File: config.mk
export PLATFORM = sky130hd
export DESIGN_NAME = quadrature_rotary_decoder_core_flat
export DESIGN_NICKNAME = d
export VERILOG_FILES = /design/src/design/qrd_pkg.sv /design/src/design/qrd_if.sv /design/src/design/quadrature_rotary_decoder_core.sv /design/src/design/qrd_decode.sv /design/src/flat_wrapper.sv
export SDC_FILE = /design/constraint.sdc
export NUM_CORES = 1
export LEC_CHECK = 0
export ABC_AREA = 1
export BUFFER_PORTS_ARGS = -buffer_cell sky130_fd_sc_hd__buf_2
export CAP_MARGIN = 20
export CORE_ASPECT_RATIO = 0.75
export CORE_UTILIZATION = 40
export DETAILED_ROUTE_END_ITERATION = 6
export GPL_TIMING_DRIVEN = 0
export SYNTH_ARGS = -nofsm -noshare
export SYNTH_HDL_FRONTEND = slang
export SYNTH_SLANG_ARGS = --single-unit
File: constraint.sdc
create_clock -name clk_i -period 1.55 [get_ports clk_i]
set_input_delay 0.0775 -clock clk_i [delete_from_list [all_inputs] [get_ports clk_i]]
set_output_delay 0.0775 -clock clk_i [all_outputs]
set_load 0.03 [all_outputs]
File: src/design/qrd_pkg.sv
// Package for the quadrature rotary decoder: step modes, register indexes,
// decoder state type and the quarter-step transition table. No dependencies.
`timescale 1ns / 1ps

package qrd_pkg;

  localparam int unsigned ModeWidth  = 2;
  localparam int unsigned CodeWidth  = 2;
  localparam int unsigned CfgIdxWidth = 2;
  localparam int unsigned CfgDataWidth = 2;

  // Step modes.
  localparam logic [ModeWidth-1:0] MODE_FULL    = 2'd0;
  localparam logic [ModeWidth-1:0] MODE_HALF    = 2'd1;
  localparam logic [ModeWidth-1:0] MODE_QUARTER = 2'd2;

  // Configuration register indexes.
  localparam logic [CfgIdxWidth-1:0] REG_STEP_MODE = 2'd0;
  localparam logic [CfgIdxWidth-1:0] REG_INVERT_A  = 2'd1;
  localparam logic [CfgIdxWidth-1:0] REG_INVERT_B  = 2'd2;

  // Pin codes, A in the upper bit.
  localparam logic [CodeWidth-1:0] CODE_LL = 2'd0;
  localparam logic [CodeWidth-1:0] CODE_LH = 2'd1;
  localparam logic [CodeWidth-1:0] CODE_HL = 2'd2;
  localparam logic [CodeWidth-1:0] CODE_HH = 2'd3;

  typedef struct packed {
    logic [CodeWidth-1:0] prior_code;
    logic                 turn_dir;
    logic                 primed;
  } qrd_state_t;

  typedef struct packed {
    logic hit;
    logic dir;
  } qrd_quarter_t;

  // Gray-code transition table: a legal single-bit change gives its direction.
  function automatic qrd_quarter_t quarter_lookup(input logic [CodeWidth-1:0] from,
                                                  input logic [CodeWidth-1:0] to);
    qrd_quarter_t res;
    res = '{hit: 1'b1, dir: 1'b0};
    case ({from, to})
      {CODE_HH, CODE_LH}, {CODE_LH, CODE_LL},
      {CODE_LL, CODE_HL}, {CODE_HL, CODE_HH}: res.dir = 1'b0;
      {CODE_LH, CODE_HH}, {CODE_LL, CODE_LH},
      {CODE_HL, CODE_LL}, {CODE_HH, CODE_HL}: res.dir = 1'b1;
      default: res.hit = 1'b0;
    endcase
    return res;
  endfunction

endpackage

File: src/design/qrd_if.sv
// Handshake channels of the quadrature rotary decoder: pin samples in,
// step results out. Depends on nothing.
`timescale 1ns / 1ps

interface qrd_pin_if;
  logic valid;
  logic ready;
  logic pin_a;
  logic pin_b;

  modport source (output valid, output pin_a, output pin_b, input ready);
  modport sink   (input valid, input pin_a, input pin_b, output ready);
endinterface

interface qrd_step_if;
  logic valid;
  logic ready;
  logic step_direction;

  modport source (output valid, output step_direction, input ready);
  modport sink   (input valid, input step_direction, output ready);
endinterface

File: src/design/quadrature_rotary_decoder_core.sv
// Top level of the quadrature rotary decoder: input register, decode stage,
// result register and configuration registers. Depends on qrd_pkg, qrd_if, qrd_decode.
//
//   Channel   Dir   Payload          Accepted when
//   pin_i     in    pin_a, pin_b     pin_i.valid & pin_i.ready
//   step_o    out   step_direction   step_o.valid & step_o.ready
//   cfg       in    index, data      cfg_we_i
//
// A sample is registered on accept and decoded from the input register; a step result
// is loaded into the result register when the decoded sample leaves the input register.
// One sample per cycle is sustained unless step_o stalls; a sample that gives no
// step frees its slot. A stalled result holds the result register, which then holds
// the input register. Reset clears the mode, the inversion bits and the decoder state.
`timescale 1ns / 1ps

module quadrature_rotary_decoder_core import qrd_pkg::*; (
  input  logic                    clk_i,
  input  logic                    rst_ni,
  input  logic                    cfg_we_i,
  input  logic [CfgIdxWidth-1:0]  cfg_index_i,
  input  logic [CfgDataWidth-1:0] cfg_wdata_i,
  qrd_pin_if.sink                 pin_i,
  qrd_step_if.source              step_o
);

  logic [ModeWidth-1:0] mode_q;
  logic                 invert_a_q;
  logic                 invert_b_q;
  qrd_state_t           state_q, state_d, dec_state;

  logic in_valid_q, in_valid_d;
  logic pin_a_q, pin_b_q;
  logic out_valid_q, out_valid_d;
  logic out_dir_q, out_dir_d;

  logic accept, advance, fire, emit, dir, mode_write;

  assign advance    = !out_valid_q || step_o.ready;
  assign fire       = in_valid_q && advance;
  assign pin_i.ready = !in_valid_q || advance;
  assign accept     = pin_i.valid && pin_i.ready;
  assign mode_write = cfg_we_i && (cfg_index_i == REG_STEP_MODE);

  assign step_o.valid          = out_valid_q;
  assign step_o.step_direction = out_dir_q;

  qrd_decode u_decode (
    .mode_i     (mode_q),
    .invert_a_i (invert_a_q),
    .invert_b_i (invert_b_q),
    .pin_a_i    (pin_a_q),
    .pin_b_i    (pin_b_q),
    .state_i    (state_q),
    .state_o    (dec_state),
    .emit_o     (emit),
    .dir_o      (dir)
  );

  always_comb begin
    in_valid_d = in_valid_q;
    if (accept) begin
      in_valid_d = 1'b1;
    end else if (fire) begin
      in_valid_d = 1'b0;
    end

    out_valid_d = out_valid_q;
    out_dir_d   = out_dir_q;
    if (advance) begin
      out_valid_d = fire && emit;
      out_dir_d   = dir;
    end

    state_d = state_q;
    if (fire) begin
      state_d = dec_state;
    end
    // A mode write restarts the decoder but keeps the latched direction.
    if (mode_write) begin
      state_d.prior_code = CODE_LL;
      state_d.primed     = 1'b0;
    end
  end

  always_ff @(posedge clk_i or negedge rst_ni) begin
    if (!rst_ni) begin
      mode_q      <= MODE_FULL;
      invert_a_q  <= 1'b0;
      invert_b_q  <= 1'b0;
      state_q     <= '0;
      in_valid_q  <= 1'b0;
      out_valid_q <= 1'b0;
    end else begin
      state_q     <= state_d;
      in_valid_q  <= in_valid_d;
      out_valid_q <= out_valid_d;
      if (cfg_we_i) begin
        case (cfg_index_i)
          REG_STEP_MODE: mode_q     <= cfg_wdata_i[ModeWidth-1:0];
          REG_INVERT_A:  invert_a_q <= cfg_wdata_i[0];
          REG_INVERT_B:  invert_b_q <= cfg_wdata_i[0];
          default: ;
        endcase
      end
    end
  end

  always_ff @(posedge clk_i) begin
    if (accept) begin
      pin_a_q <= pin_i.pin_a;
      pin_b_q <= pin_i.pin_b;
    end
    out_dir_q <= out_dir_d;
  end

  // A new result is only ever loaded by a decoded sample.
  assert property (@(posedge clk_i) disable iff (!rst_ni)
    $rose(out_valid_q) |-> $past(fire))
    else $error("step result appeared without a decoded sample");

  // A mode write always drops the priming.
  assert property (@(posedge clk_i) disable iff (!rst_ni)
    mode_write |=> !state_q.primed && state_q.prior_code == CODE_LL)
    else $error("mode write did not restart the decoder");

  // In half and quarter modes a decoded sample leaves the decoder primed.
  assert property (@(posedge clk_i) disable iff (!rst_ni)
    fire && !mode_write && (mode_q == MODE_HALF || mode_q == MODE_QUARTER)
    |=> state_q.primed)
    else $error("decoder not primed after a sample");

  // A quarter step only comes from a change of code.
  assert property (@(posedge clk_i) disable iff (!rst_ni)
    fire && emit && !mode_write && mode_q == MODE_QUARTER
    |=> state_q.prior_code != $past(state_q.prior_code))
    else $error("quarter step without a code change");

  // In full mode (and the spare mode 3) a step is emitted only while armed.
  assert property (@(posedge clk_i) disable iff (!rst_ni)
    fire && emit && mode_q != MODE_HALF && mode_q != MODE_QUARTER
    |-> state_q.prior_code != CODE_LL)
    else $error("full-period step while not armed");

endmodule

File: src/design/qrd_decode.sv
// Combinational step decoder: next state and step result for one pin sample.
// Depends on qrd_pkg.
`timescale 1ns / 1ps

module qrd_decode import qrd_pkg::*; (
  input  logic [ModeWidth-1:0] mode_i,
  input  logic                 invert_a_i,
  input  logic                 invert_b_i,
  input  logic                 pin_a_i,
  input  logic                 pin_b_i,
  input  qrd_state_t           state_i,
  output qrd_state_t           state_o,
  output logic                 emit_o,
  output logic                 dir_o
);

  logic [CodeWidth-1:0] code;
  qrd_quarter_t         quarter;

  assign code    = {pin_a_i ^ invert_a_i, pin_b_i ^ invert_b_i};
  assign quarter = quarter_lookup(state_i.prior_code, code);

  always_comb begin
    state_o = state_i;
    emit_o  = 1'b0;
    if ((mode_i == MODE_HALF || mode_i == MODE_QUARTER) && !state_i.primed) begin
      // The first sample only sets the reference code.
      state_o.prior_code = code;
      state_o.primed     = 1'b1;
    end else begin
      case (mode_i)
        MODE_HALF: begin
          if (code == CODE_LL || code == CODE_HH) begin
            if (code != state_i.prior_code) begin
              state_o.prior_code = code;
              emit_o             = 1'b1;
            end
          end else begin
            state_o.turn_dir = state_i.prior_code[0] ^ code[0];
          end
        end
        MODE_QUARTER: begin
          state_o.prior_code = code;
          if (quarter.hit) begin
            state_o.turn_dir = quarter.dir;
            emit_o           = 1'b1;
          end
        end
        default: begin
          // Full period: prior_code serves as the armed flag.
          if (code == CODE_LL) begin
            if (state_i.prior_code != CODE_LL) begin
              state_o.prior_code = CODE_LL;
              emit_o             = 1'b1;
            end
          end else if (code == CODE_HH) begin
            state_o.prior_code = CODE_LH;
          end else if (state_i.prior_code != CODE_LL) begin
            state_o.turn_dir = code[1];
          end
        end
      endcase
    end
  end

  // A step always reports the direction held after this sample.
  assign dir_o = state_o.turn_dir;

endmodule

File: src/flat_wrapper.sv
// flat-port wrapper written by rule: the top's interface ports become plain ports
module quadrature_rotary_decoder_core_flat import qrd_pkg::*;
  (clk_i, rst_ni, cfg_we_i, cfg_index_i, cfg_wdata_i, pin_i_valid, pin_i_pin_a, pin_i_pin_b, pin_i_ready, step_o_valid, step_o_step_direction, step_o_ready);
  qrd_pin_if pin_i_i ();
  qrd_step_if step_o_i ();
  input  logic clk_i;
  input  logic rst_ni;
  input  logic cfg_we_i;
  input  logic [CfgIdxWidth-1:0] cfg_index_i;
  input  logic [CfgDataWidth-1:0] cfg_wdata_i;
  input wire logic [$bits(pin_i_i.valid)-1:0] pin_i_valid;
  input wire logic [$bits(pin_i_i.pin_a)-1:0] pin_i_pin_a;
  input wire logic [$bits(pin_i_i.pin_b)-1:0] pin_i_pin_b;
  output wire logic [$bits(pin_i_i.ready)-1:0] pin_i_ready;
  output wire logic [$bits(step_o_i.valid)-1:0] step_o_valid;
  output wire logic [$bits(step_o_i.step_direction)-1:0] step_o_step_direction;
  input wire logic [$bits(step_o_i.ready)-1:0] step_o_ready;
  assign pin_i_i.valid = pin_i_valid;
  assign pin_i_i.pin_a = pin_i_pin_a;
  assign pin_i_i.pin_b = pin_i_pin_b;
  assign pin_i_ready = pin_i_i.ready;
  assign step_o_valid = step_o_i.valid;
  assign step_o_step_direction = step_o_i.step_direction;
  assign step_o_i.ready = step_o_ready;
  quadrature_rotary_decoder_core u_core (.clk_i(clk_i), .rst_ni(rst_ni), .cfg_we_i(cfg_we_i), .cfg_index_i(cfg_index_i), .cfg_wdata_i(cfg_wdata_i), .pin_i(pin_i_i), .step_o(step_o_i));
endmodule
==> results of run 1 <==
-- cells in the final DEF, fill, tap and decap left out, types with 4 or more instances in the layout --
cell / count
inv_1: 17
nand2_2: 14
o21ai_0: 6
nand2_4: 4
buf_4: 7
nand3_1: 12
buf_2: 13
a21oi_1: 5
nand2_1: 36
dfrtp_1: 10
-- worst reg2reg max path, stage by stage, from the launching register on --
cell      delay, ns
edfxtp_1       0.47
inv_2          0.11
nand2_2        0.07
nand2_4        0.12
nand2_4        0.07
nand2_2        0.07
nand2_1        0.07
nand3_1        0.09
nand3_2        0.09
nand2_2        0.07
o21ai_2        0.05
-- cells in the mapped netlist (all sizes together) --
cell type | n | share of area, %
o211ai | 1 | 0.84
nand4 | 3 | 2.8
a21oi | 7 | 4.8
nand2 | 54 | 25
nor2 | 3 | 1.3
nand3b | 1 | 0.84
o21ai | 11 | 6.2
inv | 20 | 8.4
dfrtp | 10 | 28
ha | 2 | 2.8
or2 | 1 | 0.70
edfxtp | 3 | 10
a21boi | 1 | 0.84
nand3 | 13 | 7.3
-- sequential cells by signal, indices dropped and copies added, names as in the netlist --
signal / count
u_core.in_valid_q: 1
u_core.pin_a_q: 1
u_core.invert_b_q: 1
u_core.mode_q: 2
u_core.step_o.valid: 1
u_core.invert_a_q: 1
u_core.pin_b_q: 1
u_core.state_q: 4
u_core.step_o.step_direction: 1
-- worst min-delay path by stage --
stage	to	cells past startpoint	slack, ns	start
finish	u_core.mode_q[1]$_DFFE_PN0P_	3	0.02	cfg_wdata_i[1]
global route	u_core.mode_q[1]$_DFFE_PN0P_	3	0.03	cfg_wdata_i[1]
CTS	u_core.mode_q[1]$_DFFE_PN0P_	3	0.02	cfg_wdata_i[1]
detailed placement	u_core.state_q[1]$_DFFE_PN0P_	1	-0.05	rst_ni
global placement	u_core.state_q[1]$_DFFE_PN0P_	1	-0.04	rst_ni
floorplan	u_core.in_valid_q$_DFFE_PN0P_	0	-0.22	rst_ni
-- logic make-up (layout without fill, tap and decap cells) --
| kind of cell | count (synthesis) | after routing |
|---|---|---|
| flip-flops | 13 | 13 |
| adder cells (fa/ha/maj) | 2 | 2 |
| AND/OR/NAND/NOR | 75 | 75 |
| buffers and inverters | 20 | 47 |
| AO/OA/AOI/OAI | 20 | 20 |
-- per-stage QoR --
step / TNS, ns / util [%] / hold slack (ns)
2_1_floorplan: 0 / - / -0.218
3_3_place_gp: 0 / 48.1 / -0.0423
3_5_place_dp: -0.0690 / 48.1 / -0.0478
4_1_cts: 0 / 52.0 / 0.0161
5_1_grt: -0.0327 / 57.9 / 0.0309
6_report: 0 / 57.9 / 0.0198
-- power by group through the flow --
stage                     clock network [mW]  registers [mW]  logic (mW)
after floorplan                            0           0.566       0.468
after global placement                     0           0.528       0.652
after detailed placement                   0           0.534       0.668
after CTS                              0.211           0.532       0.701
after global routing                   0.225           0.555       0.972
final                                  0.205           0.539       0.873
-- layout make-up --
type                    count  area, µm²
flip-flops and latches     13        340
well taps                  24       30.0
clock buffers               4       26.3
fillers                   201        863
multi-input cells          97        567
inverters                  20       75.1
repair buffers             23        148
-- routing by layer --
metal | part of all wire [%] | routed length (µm)
met1 | 51 | 1120
met2 | 46 | 1020
met3 | 2.5 | 54
met4 | 0.77 | 17
met5 | 0 | 0
-- repair_timing --
| action | 4_1_cts | 5_1_grt |
|---|---|---|
| hold endpoints to repair | 12 | 0 |
| hold buffers | 3 | 0 |
| pin swaps | 1 | 11 |
| setup buffers | 2 | 5 |
| gates resized for setup | 3 | 24 |
| endpoints found under the setup margin | 3 | 4 |
==> impl_metrics.env, run 1 <==
export IMPL_max_freq_mhz=660
export IMPL_routedWlPerCell_um=12.2
export IMPL_maxSlewViolCount=0
export IMPL_post_route_min_period_ns=1.52
export IMPL_rr_worst_depth=10
export IMPL_synth_xor_area_share_pct=0
export IMPL_setup_violations_final=0
export IMPL_grt_util_met2_pct=30.4
export IMPL_grt_use_met1_pct=27.9
export IMPL_syn2layout_area_growth_pct=33.1
export IMPL_ys_ff_latch=13
export IMPL_core_area_um2=2050
export IMPL_clockBufferDepth=2
export IMPL_cp_start_kind="flip-flop"
export IMPL_grt_busiest_layer="met2"
export IMPL_seq_power_share_pct=33.3
export IMPL_crit_start="u_core.pin_b_q$_DFFE_PP_"
export IMPL_clock_skew_ns=0.00326
export IMPL_synth_compound_area_share_pct=12.6
export IMPL_drive_gt1_share_pct=35.0
export IMPL_cp_slowest_cell="edfxtp_1"
export IMPL_dpl_hpwl_um=1620
export IMPL_synth_simple_area_share_pct=37.9
export IMPL_tightest_slew_ns=0.298
export IMPL_timing_slew_headroom_pct=80.0
export IMPL_ys_seq_area_share_pct=38.2
export IMPL_finalHoldViolCount=0
export IMPL_die_width_um=56.5
export IMPL_wl_um=2200
export IMPL_grt_total_usage_pct=19.8
export IMPL_synth_top_family_by_area="simple AND/OR/NAND/NOR gates"
export IMPL_cp_end_kind="flip-flop"
export IMPL_grt_pass1_wl_um=3640
export IMPL_grt_max_degree=11
export IMPL_placed_cells=167
export IMPL_vdd_drop_max_mv=0.876
export IMPL_place_congestion=0.782
export IMPL_drtAntennaViolNets=0
export IMPL_power_mw=1.62
export IMPL_initial_core_util_pct=43.5
export IMPL_gr_total_overflow=0
export IMPL_path_common_cell="nand2_2"
export IMPL_ctsHtreeMaxLevel=1
export IMPL_synth_area_um2=891
export IMPL_path_delay_family="simple AND/OR/NAND/NOR gates"
export IMPL_firstDrtPassIters=4
export IMPL_dpl_instance_area_um2=986
export IMPL_yosysWarnings=0
export IMPL_worstSetupPathType="reg -> reg"
export IMPL_via_per_inst=5.10
export IMPL_path_buf_inv=1
export IMPL_p_clk_share_pct=12.7
export IMPL_p_switching_mw=0.733
export IMPL_crit_end="u_core.step_o.step_direction$_DFFE_PP_"
export IMPL_muxShareOfSynthArea_pct=0
export IMPL_die_y_um=42.9
export IMPL_combPwrFrac_pct=54.0
export IMPL_drv_cap=0
export IMPL_final_cell_count_no_fill=181
export IMPL_p_per_area_nw_per_um2=1360
export IMPL_switching_share_pct=45.4
export IMPL_syn_nets=143
export IMPL_vias=923
export IMPL_grt_pass1_vias=861
export IMPL_crit_path_cell_trace="inv_2 -> nand2_2 -> nand2_4 -> nand2_4 -> nand2_2 -> nand2_1 -> nand3_1 -> nand3_2 -> nand2_2 -> o21ai_2"
export IMPL_p_int_mw=0.883
export IMPL_r2r_start="u_core.pin_b_q$_DFFE_PP_"
export IMPL_path_depth=10
export IMPL_drtIter0Drc=13
export IMPL_nNetsFinal=171
export IMPL_place_ws_ns=-0.0421
export IMPL_arrival_ns=1.54
export IMPL_numCtsBuffers=3
export IMPL_cts_root_buf="clkbuf_4"
export IMPL_p_leak_nw=0.614
export IMPL_clk_pin_slew_ns=0.08
export IMPL_grt_setup_unrepaired="yes"
export IMPL_cp_slowest_stage_delay_ns=0.47
export IMPL_status="complete, no violations"
export IMPL_netlist_instances=130
export IMPL_die_area_um2=2420
export IMPL_fin_crit_sh_pct=97.8
export IMPL_fin_area_um2=1190
export IMPL_cts_tree="yes"
export IMPL_clk_latency_ns=0.27
export IMPL_grt_use_met3_pct=2.74
export IMPL_diodes=0
export IMPL_port_buffers=13
export IMPL_rows=14
export IMPL_drc=0
export IMPL_hp_class="in -> reg"
export IMPL_avgSynthCellArea_um2=6.85
export IMPL_worstPathRequired_ns=1.57
export IMPL_cts_sinks=13
export IMPL_cp_max_fo=5
export IMPL_setup_ws_ns=0.0339
export IMPL_r2r_end="u_core.step_o.step_direction$_DFFE_PP_"
export IMPL_ff2ff_setup_slack_ns=0.03
export IMPL_ys_types=19
export IMPL_io_pins=14
export IMPL_synthAdderAreaFrac_pct=2.81
export IMPL_antenna_found_initial=0
(Power assumes the default switching activity.)
==> run 2: changes to the inputs <==
--- a/config.mk
+++ b/config.mk
@@ -9,9 +9,11 @@
 export BUFFER_PORTS_ARGS = -buffer_cell sky130_fd_sc_hd__buf_2
 export CAP_MARGIN = 20
 export CORE_ASPECT_RATIO = 0.75
+export CORE_MARGIN = 3
 export CORE_UTILIZATION = 40
 export DETAILED_ROUTE_END_ITERATION = 6
 export GPL_TIMING_DRIVEN = 0
 export SYNTH_ARGS = -nofsm -noshare
 export SYNTH_HDL_FRONTEND = slang
+export SYNTH_HIERARCHICAL = 1
 export SYNTH_SLANG_ARGS = --single-unit
==> run 2 against run 1 <==
The flow now finishes with violations (negative setup slack). Via count fell by 3.8%. Sequential cell count did not move. Synthesized cell count fell by 0.77%. Combinational power rose by 2%. Total power rose by 0.41%. Routed wire length fell by 1.3%. Worst setup slack got worse by 0.054 ns. Critical path type unchanged. Critical endpoint is now u_core/state_q[3]$_DFFE_PN0P_. Largest power group unchanged.
==> impl_metrics.env, run 2 <==
export IMPL_ys_ff_latch=13
export IMPL_clockBufferDepth=2
export IMPL_cp_max_fo=3
export IMPL_synthTopCellsByArea="dfrtp_1 (28%), nand2_1 (18%), nand3_1 (13%)"
export IMPL_fin_crit_sh_pct=101
export IMPL_min_from="pin_i_valid"
export IMPL_ctsHtreeMaxLevel=1
export IMPL_rows=14
export IMPL_drtIter0Drc=27
export IMPL_synth_xor_area_share_pct=0
export IMPL_setup_violations_final=2
export IMPL_avgSynthCellArea_um2=6.82
export IMPL_rr_worst_depth=10
export IMPL_place_congestion=0.763
export IMPL_ys_types=19
export IMPL_r2r_start="u_core/pin_a_q$_DFFE_PP_"
export IMPL_ff2ff_setup_slack_ns=-0.02
export IMPL_initial_core_util_pct=42.9
export IMPL_core_area_um2=2050
export IMPL_drive_gt1_share_pct=42.8
export IMPL_cp_end_kind="flip-flop"
export IMPL_grt_setup_unrepaired="yes"
export IMPL_final_util_pct=60.4
export IMPL_synth_edf_count=3
export IMPL_post_route_min_period_ns=1.57
export IMPL_nNetsFinal=173
export IMPL_numCtsBuffers=3
export IMPL_reg_top3="u_core/state_q x4, u_core/mode_q x2"
export IMPL_diodes=0
export IMPL_fin_tns_setup_ns=-0.0288
export IMPL_cts_tree="yes"
export IMPL_gr_total_overflow=0
export IMPL_tightest_slew_ns=0.226
export IMPL_synth_compound_area_share_pct=9.10
export IMPL_io_pins=14
export IMPL_min_path_cells=3
export IMPL_r2r_end="u_core/state_q[3]$_DFFE_PN0P_"
export IMPL_synthAdderAreaFrac_pct=2.84
export IMPL_synthTopCellsByCount="nand2_1 (43), nand3_1 (22), inv_1 (21), dfrtp_1 (10), nand2_2 (5)"
export IMPL_grt_pass1_vias=779
export IMPL_syn2layout_area_growth_pct=40.7
export IMPL_port_buffers=13
export IMPL_synth_top_cell_by_area="dfrtp_1"
export IMPL_syn_nets=142
export IMPL_nFillCells=198
export IMPL_worstPathRequired_ns=1.75
export IMPL_die_area_um2=2800
export IMPL_clk_latency_ns=0.26
export IMPL_maxSlewViolCount=0
export IMPL_firstDrtPassIters=4
export IMPL_wl_um=2180
export IMPL_synth_area_um2=880
export IMPL_p_per_area_nw_per_um2=1310
export IMPL_grt_total_usage_pct=16.3
export IMPL_crit_start="u_core/pin_a_q$_DFFE_PP_"
export IMPL_yosysWarnings=6
export IMPL_clk_pin_slew_ns=0.07
export IMPL_p_leak_nw=0.666
export IMPL_max_freq_mhz=637
export IMPL_timing_slew_headroom_pct=84.9
export IMPL_dpl_hpwl_um=1550
export IMPL_drtAntennaViolNets=0
export IMPL_most_common_layout_cells="nand2_1 (27), inv_1 (17), nand3_1 (16), nand2_2 (16), buf_2 (13)"
export IMPL_drv_cap=0
export IMPL_die_width_um=60.1
export IMPL_synth_top_family_by_area="simple AND/OR/NAND/NOR gates"
export IMPL_cts_sinks=13
export IMPL_routedWlPerCell_um=11.9
export IMPL_max_flop_register="u_core/state_q"
export IMPL_violations="negative setup slack"
export IMPL_via_per_inst=4.85
export IMPL_antenna_found_initial=0
export IMPL_drc=0
export IMPL_ys_seq_area_share_pct=38.7
export IMPL_status="finished with violations"
export IMPL_setup_ws_ns=-0.0197
export IMPL_cts_root_buf="clkbuf_4"
export IMPL_muxShareOfSynthArea_pct=0
export IMPL_netlist_instances=129
export IMPL_yosysMostFrequentCell="nand2_1"
export IMPL_clock_skew_ns=0.00188
export IMPL_arrival_ns=1.77
export IMPL_synthArstFlopShare_pct=76.9
export IMPL_finalHoldViolCount=0
export IMPL_netlist_area_leader_share_pct=28.4
export IMPL_die_y_um=46.6
export IMPL_synth_simple_area_share_pct=39.1
export IMPL_vias=888
export IMPL_synth_flop_cell="dfrtp_1"
export IMPL_whs_endpoint="u_core/in_valid_q$_DFFE_PN0P_"
export IMPL_vdd_drop_max_mv=0.783
export IMPL_grt_pass1_wl_um=3350
export IMPL_layout_commonest_cell="nand2_1"
export IMPL_largest_reg_flops=4
export IMPL_worstSetupPathType="reg -> reg"
export IMPL_cp_start_kind="flip-flop"
export IMPL_hp_class="in -> reg"
export IMPL_grt_max_degree=11
## run 2: cells by family (layout without fill, tap and decap cells)
kind of cell / after synthesis / after routing
and+or+nand+nor: 77 / 77
buffers and inverters: 23 / 53
AOI/OAI and AO/OA: 14 / 14
DFF: 13 / 13
adders and majority gates: 2 / 2
## run 2: worst max path at each step
stage	to	slack [ns]	cells after the start
2_1_floorplan	u_core/state_q[3]$_DFFE_PN0P_	0.14	9
3_3_place_gp	u_core/state_q[3]$_DFFE_PN0P_	-0.04	9
3_5_place_dp	u_core/state_q[3]$_DFFE_PN0P_	-0.03	9
4_1_cts	u_core/state_q[1]$_DFFE_PN0P_	0.007	13
5_1_grt	u_core/state_q[1]$_DFFE_PN0P_	-0.12	13
6_report	u_core/state_q[3]$_DFFE_PN0P_	-0.02	10
## run 2: final cells by class
| type | count | area, µm² | area share (%) |
|---|---|---|---|
| flip-flops and latches | 13 | 342 | 27.6 |
| clock buffers | 4 | 26.3 | 2.12 |
| multi-input cells | 93 | 572 | 46.2 |
| plain buffers | 1 | 11.3 | 0.910 |
| well taps | 24 | 30.0 | 2.43 |
| repair buffers | 26 | 174 | 14.1 |
| inverters | 22 | 82.6 | 6.67 |
## run 2: metrics by stage
stage	power [mW]	setup WS [ns]	hold slack (ns)	instances	area, µm²
after floorplan	1.02	0.138	-0.218	129	880
after detailed placement	1.16	-0.0338	-0.0483	166	975
after global routing	1.77	-0.116	0.0682	183	1240
after CTS	1.41	0.00665	0.0363	176	1070
final	1.62	-0.0197	0.0368	183	1240
after global placement	1.15	-0.0413	-0.0478	166	975
## run 2: worst max-delay path: stages (launching register included)
cell,delay (ns)
edfxtp_1,0.43
buf_4,0.16
nand2_2,0.09
nand2_4,0.08
nand2_4,0.08
nand2_4,0.06
buf_4,0.13
buf_4,0.13
o31ai_2,0.20
nand3_1,0.10
nand2_1,0.07
## run 2: power breakdown
group | internal (mW) | total (mW) | leakage [nW] | switching, mW
Combinational | 0.375 | 0.890 | 0.495 | 0.515
Sequential | 0.444 | 0.537 | 0.156 | 0.0921
Clock | 0.0994 | 0.196 | 0.0150 | 0.0964
Total | 0.919 | 1.62 | 0.666 | 0.703
## run 2: what timing repair did
item | CTS | global route
setup buffers | 3 | 7
hold buffers | 3 | 0
resized for setup | 2 | 37
setup endpoints to repair | 3 | 5
hold endpoints to repair | 12 | 0
pin swaps | 3 | 21
## run 2: per-layer routing
metal	global-route usage (%)	vias up	share of wire [%]
met4	5.31	0	0.87
met1	23.0	397	49
met3	2.52	2	2.9
li1	-	471	-
met2	25.4	18	47
met5	0	-	0
